<file path="src/sv/asc_pkg.sv">
// ----------------------------------------------------------------------------
// asc_pkg
// Shared types and constants of the accelerometer step counter.
// ----------------------------------------------------------------------------
package asc_pkg;

	// configuration register indexes (paddr[3:2])
	localparam logic [1:0] REG_RISE_MIN = 2'd0;
	localparam logic [1:0] REG_RISE_MAX = 2'd1;
	localparam logic [1:0] REG_GAP_MIN  = 2'd2;
	localparam logic [1:0] REG_GAP_MAX  = 2'd3;

	// register reset values
	localparam logic [15:0] RISE_MIN_RST = 16'd2000;
	localparam logic [15:0] RISE_MAX_RST = 16'd8000;
	localparam logic [15:0] GAP_MIN_RST  = 16'd200;
	localparam logic [15:0] GAP_MAX_RST  = 16'd2000;

	// opcodes
	localparam logic OP_SAMPLE = 1'b0;
	localparam logic OP_CLEAR  = 1'b1;

	// default depth of the queue between front and back (2 or more)
	localparam int ASC_QDEPTH = 2;

	typedef struct packed {
		logic [15:0] rise_min;
		logic [15:0] rise_max;
		logic [15:0] gap_min;
		logic [15:0] gap_max;
	} asc_cfg_t;

	// queued work: opcode, sum of squares, timestamp
	typedef struct packed {
		logic        op;
		logic [31:0] sum;
		logic [31:0] time_ms;
	} asc_item_t;

endpackage

</file>
<file path="src/sv/accel_step_counter.sv">
// ----------------------------------------------------------------------------
// accel_step_counter
// Pedometer step detection on timestamped three-axis accelerometer samples.
//
//   port group   dir  payload
//   s_*          in   tuser: opcode; tdata: accel_x, accel_y, accel_z, time_ms
//   m_*          out  tuser: step_found; tdata: total_steps, today_steps
//   APB          in   rise_min 0x0, rise_max 0x4, gap_min_ms 0x8, gap_max_ms 0xC
//
// A sample passes the back part as queue read, the bit-serial square root
// (16 result bits, then done), compares and count update. The front squares
// the axes one after another, overlapped with the back via the queue. A clear
// takes only the queue read and the count update in the back part.
// Reset is immediate, no sweep.
// A held result stalls the back part; the front goes on until the queue is full.
// ----------------------------------------------------------------------------
module accel_step_counter import asc_pkg::*; #(
	parameter int QDepth = ASC_QDEPTH
) (
	input  logic        clk,
	input  logic        arst_n,
	input  logic        s_tvalid,
	output logic        s_tready,
	input  logic        s_tuser,   // [0] opcode
	input  logic [79:0] s_tdata,   // accel_x, accel_y, accel_z, time_ms
	output logic        m_tvalid,
	input  logic        m_tready,
	output logic        m_tuser,   // [0] step_found
	output logic [63:0] m_tdata,   // total_steps, today_steps
	input  logic        psel,
	input  logic        penable,
	input  logic        pwrite,
	input  logic [3:0]  paddr,
	input  logic [31:0] pwdata,
	output logic [31:0] prdata,
	output logic        pready
);

	asc_cfg_t  cfg_q;
	logic      wr_en;
	logic      push, pop, q_full, q_empty;
	asc_item_t push_item, pop_item;

	assign pready = 1'b1;
	assign wr_en  = psel && penable && pwrite;

	always_ff @(posedge clk or negedge arst_n) begin
		if (!arst_n) begin
			cfg_q.rise_min <= RISE_MIN_RST;
			cfg_q.rise_max <= RISE_MAX_RST;
			cfg_q.gap_min  <= GAP_MIN_RST;
			cfg_q.gap_max  <= GAP_MAX_RST;
		end else if (wr_en) begin
			case (paddr[3:2])
				REG_RISE_MIN: cfg_q.rise_min <= pwdata[15:0];
				REG_RISE_MAX: cfg_q.rise_max <= pwdata[15:0];
				REG_GAP_MIN:  cfg_q.gap_min  <= pwdata[15:0];
				REG_GAP_MAX:  cfg_q.gap_max  <= pwdata[15:0];
				default:      ;
			endcase
		end
	end

	always_comb begin
		case (paddr[3:2])
			REG_RISE_MIN: prdata = {16'd0, cfg_q.rise_min};
			REG_RISE_MAX: prdata = {16'd0, cfg_q.rise_max};
			REG_GAP_MIN:  prdata = {16'd0, cfg_q.gap_min};
			REG_GAP_MAX:  prdata = {16'd0, cfg_q.gap_max};
			default:      prdata = '0;
		endcase
	end

	asc_front u_front (
		.clk       (clk),
		.arst_n    (arst_n),
		.s_tvalid  (s_tvalid),
		.s_tready  (s_tready),
		.s_tuser   (s_tuser),
		.s_tdata   (s_tdata),
		.push      (push),
		.push_item (push_item),
		.q_full    (q_full)
	);

	asc_fifo #(.Depth(QDepth)) u_fifo (
		.clk       (clk),
		.arst_n    (arst_n),
		.push      (push),
		.push_item (push_item),
		.pop       (pop),
		.pop_item  (pop_item),
		.full      (q_full),
		.empty     (q_empty)
	);

	asc_back u_back (
		.clk      (clk),
		.arst_n   (arst_n),
		.cfg      (cfg_q),
		.q_empty  (q_empty),
		.q_item   (pop_item),
		.pop      (pop),
		.m_tvalid (m_tvalid),
		.m_tready (m_tready),
		.m_tuser  (m_tuser),
		.m_tdata  (m_tdata)
	);

endmodule

</file>
<file path="src/sv/asc_front.sv">
// ----------------------------------------------------------------------------
// asc_front
// Accepts items, squares a sample's three axes with one shared multiplier and
// queues the sum of squares with the opcode and timestamp.
// ----------------------------------------------------------------------------
module asc_front import asc_pkg::*; (
	input  logic             clk,
	input  logic             arst_n,
	input  logic             s_tvalid,
	output logic             s_tready,
	input  logic             s_tuser,   // opcode
	input  logic [79:0]      s_tdata,   // accel_x, accel_y, accel_z, time_ms
	output logic             push,
	output asc_item_t        push_item,
	input  logic             q_full
);

	typedef enum logic [1:0] {F_IDLE, F_SQ, F_PUSH} fstate_t;

	localparam logic [1:0] AXIS_X   = 2'd0;
	localparam logic [1:0] AXIS_Y   = 2'd1;
	localparam logic [1:0] AXIS_Z   = 2'd2;
	localparam logic [1:0] AXIS_ACC = 2'd3;

	fstate_t            state_q;
	logic [1:0]         axis_q;
	logic signed [15:0] ax_q, ay_q, az_q;
	logic               op_q;
	logic [31:0]        time_q;
	logic [30:0]        prod_q;
	logic [31:0]        acc_q;
	logic signed [15:0] sel;
	logic signed [31:0] sq;

	always_comb begin
		case (axis_q)
			AXIS_X:  sel = ax_q;
			AXIS_Y:  sel = ay_q;
			default: sel = az_q;
		endcase
	end

	assign sq = sel * sel;

	// product of one axis is registered and added in the next cycle
	always_ff @(posedge clk or negedge arst_n) begin
		if (!arst_n) begin
			state_q <= F_IDLE;
			axis_q  <= AXIS_X;
		end else begin
			case (state_q)
				F_IDLE: begin
					if (s_tvalid) begin
						op_q   <= s_tuser;
						ax_q   <= s_tdata[15:0];
						ay_q   <= s_tdata[31:16];
						az_q   <= s_tdata[47:32];
						time_q <= s_tdata[79:48];
						acc_q  <= '0;
						axis_q <= AXIS_X;
						state_q <= (s_tuser == OP_CLEAR) ? F_PUSH : F_SQ;
					end
				end
				F_SQ: begin
					prod_q <= sq[30:0];
					if (axis_q != AXIS_X)
						acc_q <= acc_q + {1'b0, prod_q};
					if (axis_q == AXIS_ACC)
						state_q <= F_PUSH;
					else
						axis_q <= axis_q + 2'd1;
				end
				F_PUSH: begin
					if (!q_full)
						state_q <= F_IDLE;
				end
				default: state_q <= F_IDLE;
			endcase
		end
	end

	assign s_tready  = (state_q == F_IDLE);
	assign push      = (state_q == F_PUSH) && !q_full;
	assign push_item = '{op: op_q, sum: acc_q, time_ms: time_q};

endmodule

</file>
<file path="src/sv/asc_fifo.sv">
// ----------------------------------------------------------------------------
// asc_fifo
// Short register queue between the front and back parts.
// ----------------------------------------------------------------------------
module asc_fifo import asc_pkg::*; #(
	parameter int Depth = ASC_QDEPTH
) (
	input  logic      clk,
	input  logic      arst_n,
	input  logic      push,
	input  asc_item_t push_item,
	input  logic      pop,
	output asc_item_t pop_item,
	output logic      full,
	output logic      empty
);

	localparam int PtrW = $clog2(Depth);
	localparam int CntW = $clog2(Depth + 1);
	localparam logic [PtrW-1:0] LastPtr = PtrW'(Depth - 1);
	localparam logic [CntW-1:0] DepthCnt = CntW'(Depth);

	asc_item_t       mem_q [Depth];
	logic [PtrW-1:0] wr_ptr_q, rd_ptr_q;
	logic [CntW-1:0] count_q;

	always_ff @(posedge clk) begin
		if (push)
			mem_q[wr_ptr_q] <= push_item;
	end

	always_ff @(posedge clk or negedge arst_n) begin
		if (!arst_n) begin
			wr_ptr_q <= '0;
			rd_ptr_q <= '0;
			count_q  <= '0;
		end else begin
			if (push)
				wr_ptr_q <= (wr_ptr_q == LastPtr) ? '0 : wr_ptr_q + 1'b1;
			if (pop)
				rd_ptr_q <= (rd_ptr_q == LastPtr) ? '0 : rd_ptr_q + 1'b1;
			if (push && !pop)
				count_q <= count_q + 1'b1;
			else if (pop && !push)
				count_q <= count_q - 1'b1;
		end
	end

	assign pop_item = mem_q[rd_ptr_q];
	assign full     = (count_q == DepthCnt);
	assign empty    = (count_q == '0);

`ifndef SYNTH
	a_no_overflow: assert property (@(posedge clk) disable iff (!arst_n)
		push |-> !full) else $error("queue written while full");
	a_no_underflow: assert property (@(posedge clk) disable iff (!arst_n)
		pop |-> !empty) else $error("queue read while empty");
`endif

endmodule

</file>
<file path="src/sv/asc_isqrt.sv">
// ----------------------------------------------------------------------------
// asc_isqrt
// Floor square root of a 32-bit value, one result bit per cycle.
// ----------------------------------------------------------------------------
module asc_isqrt import asc_pkg::*; (
	input  logic        clk,
	input  logic        arst_n,
	input  logic        start,
	input  logic [31:0] radicand,
	output logic        done,
	output logic [15:0] root
);

	logic [31:0] rad_q;
	logic [17:0] rem_q;
	logic [15:0] root_q;
	logic [4:0]  cnt_q;
	logic        done_q;
	logic [17:0] rem_sh;
	logic [17:0] trial;
	logic        fits;

	assign rem_sh = {rem_q[15:0], rad_q[31:30]};
	assign trial  = {root_q, 2'b01};
	assign fits   = (rem_sh >= trial);

	always_ff @(posedge clk or negedge arst_n) begin
		if (!arst_n) begin
			cnt_q  <= '0;
			done_q <= 1'b0;
		end else begin
			done_q <= 1'b0;
			if (start) begin
				rad_q  <= radicand;
				rem_q  <= '0;
				root_q <= '0;
				cnt_q  <= 5'd16;
			end else if (cnt_q != '0) begin
				rad_q  <= {rad_q[29:0], 2'b00};
				rem_q  <= fits ? rem_sh - trial : rem_sh;
				root_q <= {root_q[14:0], fits};
				cnt_q  <= cnt_q - 5'd1;
				if (cnt_q == 5'd1)
					done_q <= 1'b1;
			end
		end
	end

	assign done = done_q;
	assign root = root_q;

endmodule

</file>
<file path="src/sv/asc_back.sv">
// ----------------------------------------------------------------------------
// asc_back
// Takes queued work, forms the magnitude, applies the step rules, keeps the
// step counters and holds the result register.
// ----------------------------------------------------------------------------
module asc_back import asc_pkg::*; (
	input  logic        clk,
	input  logic        arst_n,
	input  asc_cfg_t    cfg,
	input  logic        q_empty,
	input  asc_item_t   q_item,
	output logic        pop,
	output logic        m_tvalid,
	input  logic        m_tready,
	output logic        m_tuser,   // step_found
	output logic [63:0] m_tdata    // total_steps, today_steps
);

	typedef enum logic [1:0] {B_IDLE, B_ROOT, B_EVAL, B_DONE} bstate_t;

	bstate_t     state_q;
	logic        op_q;
	logic [31:0] time_q;
	logic [16:0] mag_q;
	logic [16:0] prev_q;
	logic [31:0] last_q;
	logic [31:0] total_q, today_q;
	logic        band_q, gap_ok_q, gap_over_q;
	logic        out_valid_q, out_found_q;
	logic [31:0] out_total_q, out_today_q;

	logic        sq_start, sq_done;
	logic [15:0] sq_root;
	logic [16:0] rise;
	logic [31:0] gap;
	logic        out_free, load, step_now;
	logic [31:0] total_n, today_n;

	asc_isqrt u_isqrt (
		.clk      (clk),
		.arst_n   (arst_n),
		.start    (sq_start),
		.radicand (q_item.sum),
		.done     (sq_done),
		.root     (sq_root)
	);

	assign pop      = (state_q == B_IDLE) && !q_empty;
	assign sq_start = pop && (q_item.op == OP_SAMPLE);

	assign rise     = mag_q - prev_q;
	assign gap      = time_q - last_q;
	assign out_free = !out_valid_q || m_tready;
	assign load     = (state_q == B_DONE) && out_free;
	assign step_now = (op_q == OP_SAMPLE) && band_q && gap_ok_q;

	always_comb begin
		total_n = total_q;
		today_n = today_q;
		if (op_q == OP_CLEAR) begin
			today_n = '0;
		end else if (step_now) begin
			total_n = total_q + 32'd1;
			today_n = today_q + 32'd1;
		end
	end

	always_ff @(posedge clk or negedge arst_n) begin
		if (!arst_n) begin
			state_q     <= B_IDLE;
			prev_q      <= '0;
			last_q      <= '0;
			total_q     <= '0;
			today_q     <= '0;
			out_valid_q <= 1'b0;
		end else begin
			if (m_tready && !load)
				out_valid_q <= 1'b0;
			case (state_q)
				B_IDLE: begin
					if (!q_empty) begin
						op_q    <= q_item.op;
						time_q  <= q_item.time_ms;
						state_q <= (q_item.op == OP_CLEAR) ? B_DONE : B_ROOT;
					end
				end
				B_ROOT: begin
					if (sq_done) begin
						mag_q   <= {1'b0, sq_root};
						state_q <= B_EVAL;
					end
				end
				B_EVAL: begin
					// a zero previous magnitude only primes
					band_q     <= (prev_q != '0) && (mag_q > prev_q) &&
					              (rise > {1'b0, cfg.rise_min}) &&
					              (rise < {1'b0, cfg.rise_max});
					gap_ok_q   <= (gap > {16'd0, cfg.gap_min}) &&
					              (gap < {16'd0, cfg.gap_max});
					gap_over_q <= (gap >= {16'd0, cfg.gap_max});
					state_q    <= B_DONE;
				end
				B_DONE: begin
					if (out_free) begin
						total_q <= total_n;
						today_q <= today_n;
						if (op_q == OP_SAMPLE) begin
							prev_q <= mag_q;
							// lock-up repair: a stale gap restarts the window
							if (band_q && (gap_ok_q || gap_over_q))
								last_q <= time_q;
						end
						out_valid_q <= 1'b1;
						out_found_q <= step_now;
						out_total_q <= total_n;
						out_today_q <= today_n;
						state_q     <= B_IDLE;
					end
				end
				default: state_q <= B_IDLE;
			endcase
		end
	end

	assign m_tvalid = out_valid_q;
	assign m_tuser  = out_found_q;
	assign m_tdata  = {out_today_q, out_total_q};

`ifndef SYNTH
	a_load_free: assert property (@(posedge clk) disable iff (!arst_n)
		load |-> (!m_tvalid || m_tready)) else $error("result overwritten");
	a_step_count: assert property (@(posedge clk) disable iff (!arst_n)
		(load && step_now) |=> (total_q == $past(total_q) + 32'd1))
		else $error("step without count");
	a_root_busy: assert property (@(posedge clk) disable iff (!arst_n)
		(state_q == B_ROOT) |-> !pop) else $error("pop during root");
`endif

endmodule
</file>
<file path="config.mk">
export PLATFORM = sky130hd
export DESIGN_NAME = accel_step_counter
export DESIGN_NICKNAME = d
export VERILOG_FILES = /design/src/sv/asc_pkg.sv /design/src/sv/accel_step_counter.sv /design/src/sv/asc_front.sv /design/src/sv/asc_fifo.sv /design/src/sv/asc_isqrt.sv /design/src/sv/asc_back.sv
export SDC_FILE = /design/constraint.sdc
export NUM_CORES = 2
export LEC_CHECK = 0
export ABC_AREA = 1
export BUFFER_PORTS_ARGS = -buffer_cell sky130_fd_sc_hd__buf_2
export CAP_MARGIN = 30
export CORE_MARGIN = 3
export CORE_UTILIZATION = 57
export CTS_CLUSTER_SIZE = 25
export DETAILED_ROUTE_END_ITERATION = 6
export GPL_TIMING_DRIVEN = 1
export PLACE_DENSITY_LB_ADDON = 0.2
export SETUP_SLACK_MARGIN = 0.5
export SYNTH_ARGS = -nofsm -noshare
export SYNTH_HDL_FRONTEND = slang
export SYNTH_SLANG_ARGS = --single-unit
</file>
<file path="constraint.sdc">
create_clock -name clk -period 6.4 [get_ports clk]
set_clock_uncertainty 0.2 [all_clocks]
set_input_delay 0.96 -clock clk [delete_from_list [all_inputs] [get_ports clk]]
set_output_delay 0.96 -clock clk [all_outputs]
set_load 0.02 [all_outputs]
</file>
* After elaboration in Yosys (flattened, before gate mapping)
Memories as Yosys holds them, arrays and structs flattened.
Index checks and enable logic that the tools add are counted.
** Word-level totals
- Word-level logic and storage cells :: 174
- Register bits after elaboration :: 520
- RAM bits :: 130
- Output and inout bits :: 100
- Input port bits :: 124
- ROM bits :: 0
- Latch bits :: 0
- Memories kept :: 1
** Memories
- u_fifo.mem_q :: depth 2, width 65, rd ports 1, clocked after Yosys merged registers in 0, write ports 1, RTL line asc_fifo.sv:23 : asc_item_t mem_q [Depth];
** Operators by class
- Reductions and logical operators :: 53
- Bitwise operators :: 3
- $mul :: 1
- Div/mod/pow operators :: 0
- Eq/ne operators :: 20
- Shifts and indexed selects :: 0
- Add/sub/neg operators :: 12
- Multiplexer cells :: 41
- $lt $le $gt $ge :: 7
** Operators with widths (number)
- 32-bit 2-to-1 mux :: 8
- 32-bit one-hot mux with 4 select lines :: 1
- 32-bit by 1-bit adder with 32-bit output, second input constant :: 2
- 32-bit one-hot mux with 2 select lines :: 1
- 18-bit 2-to-1 mux :: 2
- 32-bit by 31-bit adder with 32-bit output :: 1
- 32-bit by 16-bit >= comparator with 1-bit output :: 1
- 32-bit by 16-bit > comparator with 1-bit output :: 1
- 32-bit by 16-bit less-than comparator with 1-bit output :: 1
- 16-bit one-hot mux with 2 select lines :: 1
- 32-bit subtractor :: 1
- 16-bit by 16-bit multiplier with 31-bit output :: 1
- 2-bit 2-to-1 mux :: 12
- 3-bit AND reduction :: 8
- 18-bit >= comparator :: 1
- 18-bit subtractor :: 1
- 17-bit by 16-bit > comparator with 1-bit output :: 1
- 17-bit by 16-bit less-than comparator with 1-bit output :: 1
- 17-bit nonzero test :: 1
- 16-bit by 16-bit subtractor with 17-bit output :: 1
- 16-bit > comparator :: 1
- 1-bit logical AND :: 16
- 16-bit 2-to-1 mux :: 1
- 2-bit AND reduction :: 8
- other kinds (21) :: 64

* Logic depth before layout (Yosys ltp)
- Depth in word-level cells :: 8
- Depth in mapped cells :: 35
- Gate-level depth less buffers :: 33

* By module
From an unflattened synthesis, not the netlist that was laid out.
** Second synthesis, totals
- Cells, all modules :: 4965
- Area, all modules :: 44191.1 um^2
** Modules (own cells, without submodules)
- asc_front :: cells an instance 1925, times used 1, area an instance 16728.5 um^2, seq. area each 4394.2 um^2
- asc_back :: cells an instance 1865, times used 1, area an instance 14745.4 um^2, seq. area each 6391.1 um^2
- asc_fifo :: cells an instance 227, times used 1, area an instance 5058.6 um^2, seq. area each 4003.8 um^2
- asc_isqrt :: cells an instance 552, times used 1, area an instance 4405.5 um^2, seq. area each 2072.0 um^2
- accel_step_counter :: cells an instance 396, times used 1, area an instance 3253.1 um^2, seq. area each 1627.8 um^2

* Worst setup path after synthesis
OpenSTA, ideal clock, no wires.
- Kind :: flip-flop to flip-flop
- Start :: register u_front.axis_q[0]
- End :: register u_front.prod_q[30], data pin
- Period minus slack after synthesis :: 6.991 ns
- Cell stages (with the launch flop) :: 28
- Library setup time :: 0.262 ns
- Path slack :: -0.591 ns
- Data required time :: 5.938 ns
- Arrival time :: 6.529 ns
- Path buffers :: 3
- Path through :: dfrtp_1 > inv_1 > ha_1 > clkbuf_1 > nor2_1 > buf_2 > nand2_1 > nand3_1 > buf_2 > nand2_1 > fa_1 > fa_1 > inv_1 > fa_1 > inv_1 > fa_1 > inv_1 > fa_1 > inv_1 > fa_1 > inv_1 > ha_1 > nand2_1 > nor3_1 > nand2_1 > o221ai_1 > a21oi_1 > xor2_1
** Between the ends
- Cells in the longest elaborated chain, start to end :: 3
- Elaborated cells on any way between the ends :: 4
- Those cells by class :: mul (1); eq/ne (1); mux (1); reduce/logical (1)
** RTL lines
- start: declaration :: RTL line asc_front.sv:26 : logic [1:0] axis_q;
- start signal: assignment :: RTL line asc_front.sv:71 : axis_q <= axis_q + 2'd1;
- 2-bit by 1-bit equality test with 1-bit output / 2-bit zero test (equally long branches) :: RTL line asc_front.sv:36 : case (axis_q)
- 16-bit one-hot mux with 2 select lines (*) :: RTL line asc_front.sv:36
- 16-bit by 16-bit multiplier with 31-bit output (*) :: RTL line asc_front.sv:43 : assign sq = sel * sel;
- named net u_front.sq[30] :: RTL line asc_front.sv:33 : logic signed [31:0] sq;
- end signal: assignment :: RTL line asc_front.sv:65 : prod_q <= sq[30:0];
- end: declaration :: RTL line asc_front.sv:30 : logic [30:0] prod_q;
Mark *: on every way through the listed nets, which the timed path passes. The rest lies on a longest branch.
A chain may end at the register's enable or synchronous reset.

* Final worst setup path
- Start :: register u_front.axis_q[0]
- End :: register u_front.prod_q[29], data pin
The elaborated chain is that of the path after synthesis.

==> results.toml <==
[detailed_routing]
via_count = 31200
detail_route.first_pass.iterations = 5
route.antenna.remaining_nets = 0
drc_errors = 0
finalWirelength_mm = 97.98
initial_drc_count = 2279
routed_wire_length_per_instance_um = 16.67
route.detailed.vias_per_inst = 5.308

[finish]
ratio_of_cells_with_drive_above_1_in_the_final_layout_pct = 18.07
layout.filler_cells = 5448
synthToLayoutAreaGrowth_pct = 18.88
nets = 5485
stdcell_count = 5878
final_area_um2 = 48990

[sta]
achievable-frequency_mhz = 151.3
unrepaired_setup_endpoints_after_global_routing = "yes"
setup-violations-final = 16
max_slew_margin_pct = 28.89
worst_pin_slew_ns = 1.064
fin_crit_sh_pct = 103.3
final_hold_violation_count = 0
setup_ws_ns = -0.2105
final_max_slew_viol_count = 0
period_minus_slack_ns = 6.610

[synth]
ys_ff_latch = 647
main_flop_type_after_synthesis = "edfxtp_1"
asyncSetResetFlopFracSynth_pct = 29.83
syn-mean-instance-area_um2 = 9.296
seq_area_frac_synth_pct = 44.86
synth_edf_count = 454
yosys.cell_types.count = 63
netlist_area_um2 = 41210
cells_after_synth = 4433
synth.yosys.warnings = 0

[clock_tree]
clock_pin_slew_reported_for_the_worst_setup_and_hold_paths_after_clock_tree_synthesis_ns = 0.06
clock_sink_count = 647
cts_root_buf = "clkbuf_16"
cts_tree = "built"
cts_max_path_buffers = 3
clk-insertion-delay-late_ns = 0.61
htreeDepth = 3
cts-hold-fix-buffers = 0
tritoncts.num_buffers = 72

[job]
timing.max_cap.violations = 0

[worst_setup_path]
timing_worst_setup_path_type = "flip-flop to flip-flop"
worstReg2RegEnd = "u_front.prod_q[29]$_DFFE_PP_"
reg2regPathDepth = 28
start_kind = "flip-flop"
cp-endpoint = "u_front.prod_q[29]$_DFFE_PP_"
worst_setup_path_startpoint = "u_front.axis_q[0]$_DFFE_PN0P_"
worst-path-max-fanout = 7
timing.critical_path.slowest_cell_delay_ns = 0.58
required_ns = 6.54
start_of_the_worst_register_to_register_path = "u_front.axis_q[0]$_DFFE_PN0P_"
timing.critical_path.to_type = "flip-flop"
critical-path-slowest-cell = "fa_2"
ff2ff_setup_slack_ns = -0.21
cp_data_arrival_time_ns = 6.75

[floorplan]
design.die.area_um2 = 75560
die-height_um = 274.9
starting_density_pct = 58.14
io_pins = 224
floorplan_die_width_um = 274.9
core_um2 = 70880
placementRows = 97

[status]
failing_checks = "setup timing"
run_status = "finished, violations left"

[global_routing]
antenna_violations_before_repair = 6
grt_pass1_wl_mm = 157.9
overflow = 0
grt_util_all_layers_pct = 26.15
grt_max_degree = 114
number_of_global_route_vias_before_repair = 31480

[placement]
port_buffers = 188
placer_congestion = 0.9134
place_hpwl_mm = 70.70
post_dp_cell_area_um2 = 45200
place.detailed.instances = 5666

[min_path]
timing.hold.worst.class = "input pin to async pin"
state kept, by name, indices dropped and copies added (netlist names), 16 cells and up:
register and flops:
u_fifo.mem_q 130, cfg_q 64, u_back.last_q 32, u_back.out_today_q 32, u_back.out_total_q 32, u_back.time_q 32
u_back.today_q 32, u_back.total_q 32, u_back.u_isqrt.rad_q 32, u_front.acc_q 32, u_front.time_q 32, u_front.prod_q 30
u_back.mag_q 16, u_back.prev_q 16, u_back.u_isqrt.rem_q 16, u_back.u_isqrt.root 16, u_front.ax_q 16, u_front.ay_q 16
u_front.az_q 16
placed cells by master, fill, tap and decap left out, types with 13 or more instances in the layout:
master,instances
ha_4,26
a21o_1,13
a21oi_2,23
nand4_1,37
buf_4,235
dfrtp_1,170
o21ai_0,231
buf_6,30
xor2_1,93
conb_1,17
clkbuf_16,75
ha_1,227
nand3_1,100
nor2_4,18
inv_1,735
nand2_2,37
a21oi_4,14
nor3_1,55
nand2_4,24
inv_2,62
nand2_1,972
a31oi_1,49
edfxtp_1,454
buf_2,187
nor2_1,269
xnor2_1,30
clkbuf_1,24
fa_1,218
o2111ai_1,15
dfstp_2,21
a21oi_1,208
synth_stat cells (all sizes together) (4+ instances only):
library cell / n / share of area [%]
nand2: 1034 / 9.4
inv: 802 / 7.3
edfxtp: 454 / 33
nor2: 299 / 2.8
ha: 256 / 7.8
o21ai: 252 / 3.1
a21oi: 245 / 3.0
fa: 230 / 11
dfrtp: 172 / 10
nand3: 110 / 1.4
xor2: 98 / 2.1
clkbuf: 81 / 0.74
nor3: 62 / 0.78
a31oi: 51 / 0.77
nand4: 38 / 0.61
buf: 36 / 0.54
xnor2: 33 / 0.70
dfstp: 21 / 1.3
o2111ai: 16 / 0.34
nor4: 15 / 0.28
a21o: 13 / 0.24
a211oi: 12 / 0.22
a22o: 12 / 0.26
o21a: 12 / 0.22
o21bai: 12 / 0.22
or2: 10 / 0.15
nand3b: 7 / 0.16
and2: 6 / 0.091
clkinv: 5 / 0.058
o211ai: 5 / 0.091
a21boi: 4 / 0.073
a221oi: 4 / 0.085
o221ai: 4 / 0.085
o31ai: 4 / 0.073
routing by layer:
metal  share of wire (%)  wire [um]  up-vias  GRT usage (%)
met4                 3.2       3138        0          8.560
met1                  41      39740    15030          32.86
met2                  52      51030      740          47.18
met3                 4.2       4075      193          3.026
met5                   0          0        -              0
li1                    -          -    15230              -
cells by family after synthesis:
| kind of cell | Yosys count | share of synthesized area, % |
|---|---|---|
| other | 2 | 0.01822 |
| AOI/OAI and AO/OA | 655 | 8.890 |
| buffers and inverters | 924 | 8.641 |
| DFF | 647 | 44.86 |
| xor gates and xnor gates | 131 | 2.802 |
| and+or+nand+nor | 1587 | 15.81 |
| muxes | 1 | 0.02732 |
| adders and majority gates | 486 | 18.95 |
cell type report:
type | count | area, um^2 | area share [%]
multi-input cells | 2877 | 20540 | 41.93
flip-flops and latches | 647 | 18490 | 37.74
repair buffers | 469 | 3361 | 6.860
inverters | 807 | 3059 | 6.244
clock buffers | 106 | 2063 | 4.211
well taps | 940 | 1176 | 2.401
clock inverters | 24 | 274.0 | 0.5593
diodes | 7 | 17.52 | 0.03575
repair inverters | 1 | 7.507 | 0.01532
stage by stage:
step | setup slack (ns) | TNS [ns] | utilization (%) | hold slack (ns)
after floorplan | -0.03238 | -0.03238 | - | 0.2215
after global placement | -0.2375 | -1.844 | 63.74 | 0.2260
after detailed placement | -0.3006 | -2.320 | 63.77 | 0.2374
after CTS | -0.1304 | -1.159 | 68.16 | 0.07282
after global routing | -0.4658 | -5.846 | 69.12 | 0.07361
final | -0.2105 | -2.091 | 69.12 | 0.07147
critical path, delay by kind of cell, from the launching register on:
| family | cells | cell delay (ns) |
|---|---|---|
| compound gates | 6 | 0.88 |
| flops | 1 | 0.44 |
| fa+ha+maj | 8 | 3.60 |
| simple gates | 3 | 0.26 |
| buf+inv | 10 | 0.86 |
| xor+xnor | 1 | 0.14 |
timing repair:
| item | 4_1_cts | 5_1_grt |
|---|---|---|
| pin swaps | 62 | 107 |
| cloned | 1 | 0 |
| endpoints found under the setup margin | 22 | 23 |
| setup buffers | 45 | 27 |
| resized for setup | 103 | 121 |
worst min-delay path by stage:
| stage | cells past startpoint | start | end | slack (ns) |
|---|---|---|---|---|
| 2_1_floorplan | 0 | u_front.time_q[0]$_DFFE_PP_ | u_fifo.mem_q[0][0]$_DFFE_PP_ | 0.22 |
| 3_3_place_gp | 0 | u_front.time_q[25]$_DFFE_PP_ | u_fifo.mem_q[0][25]$_DFFE_PP_ | 0.23 |
| 3_5_place_dp | 0 | u_front.time_q[5]$_DFFE_PP_ | u_fifo.mem_q[0][5]$_DFFE_PP_ | 0.24 |
| 4_1_cts | 1 | arst_n | cfg_q[24]$_DFFE_PN0P_ | 0.07 |
| 5_1_grt | 1 | arst_n | cfg_q[24]$_DFFE_PN0P_ | 0.07 |
| 6_report | 1 | arst_n | cfg_q[24]$_DFFE_PN0P_ | 0.07 |
Power is not shown: default switching activity piles up to over one toggle a cycle in this logic, so the estimate is an artifact.
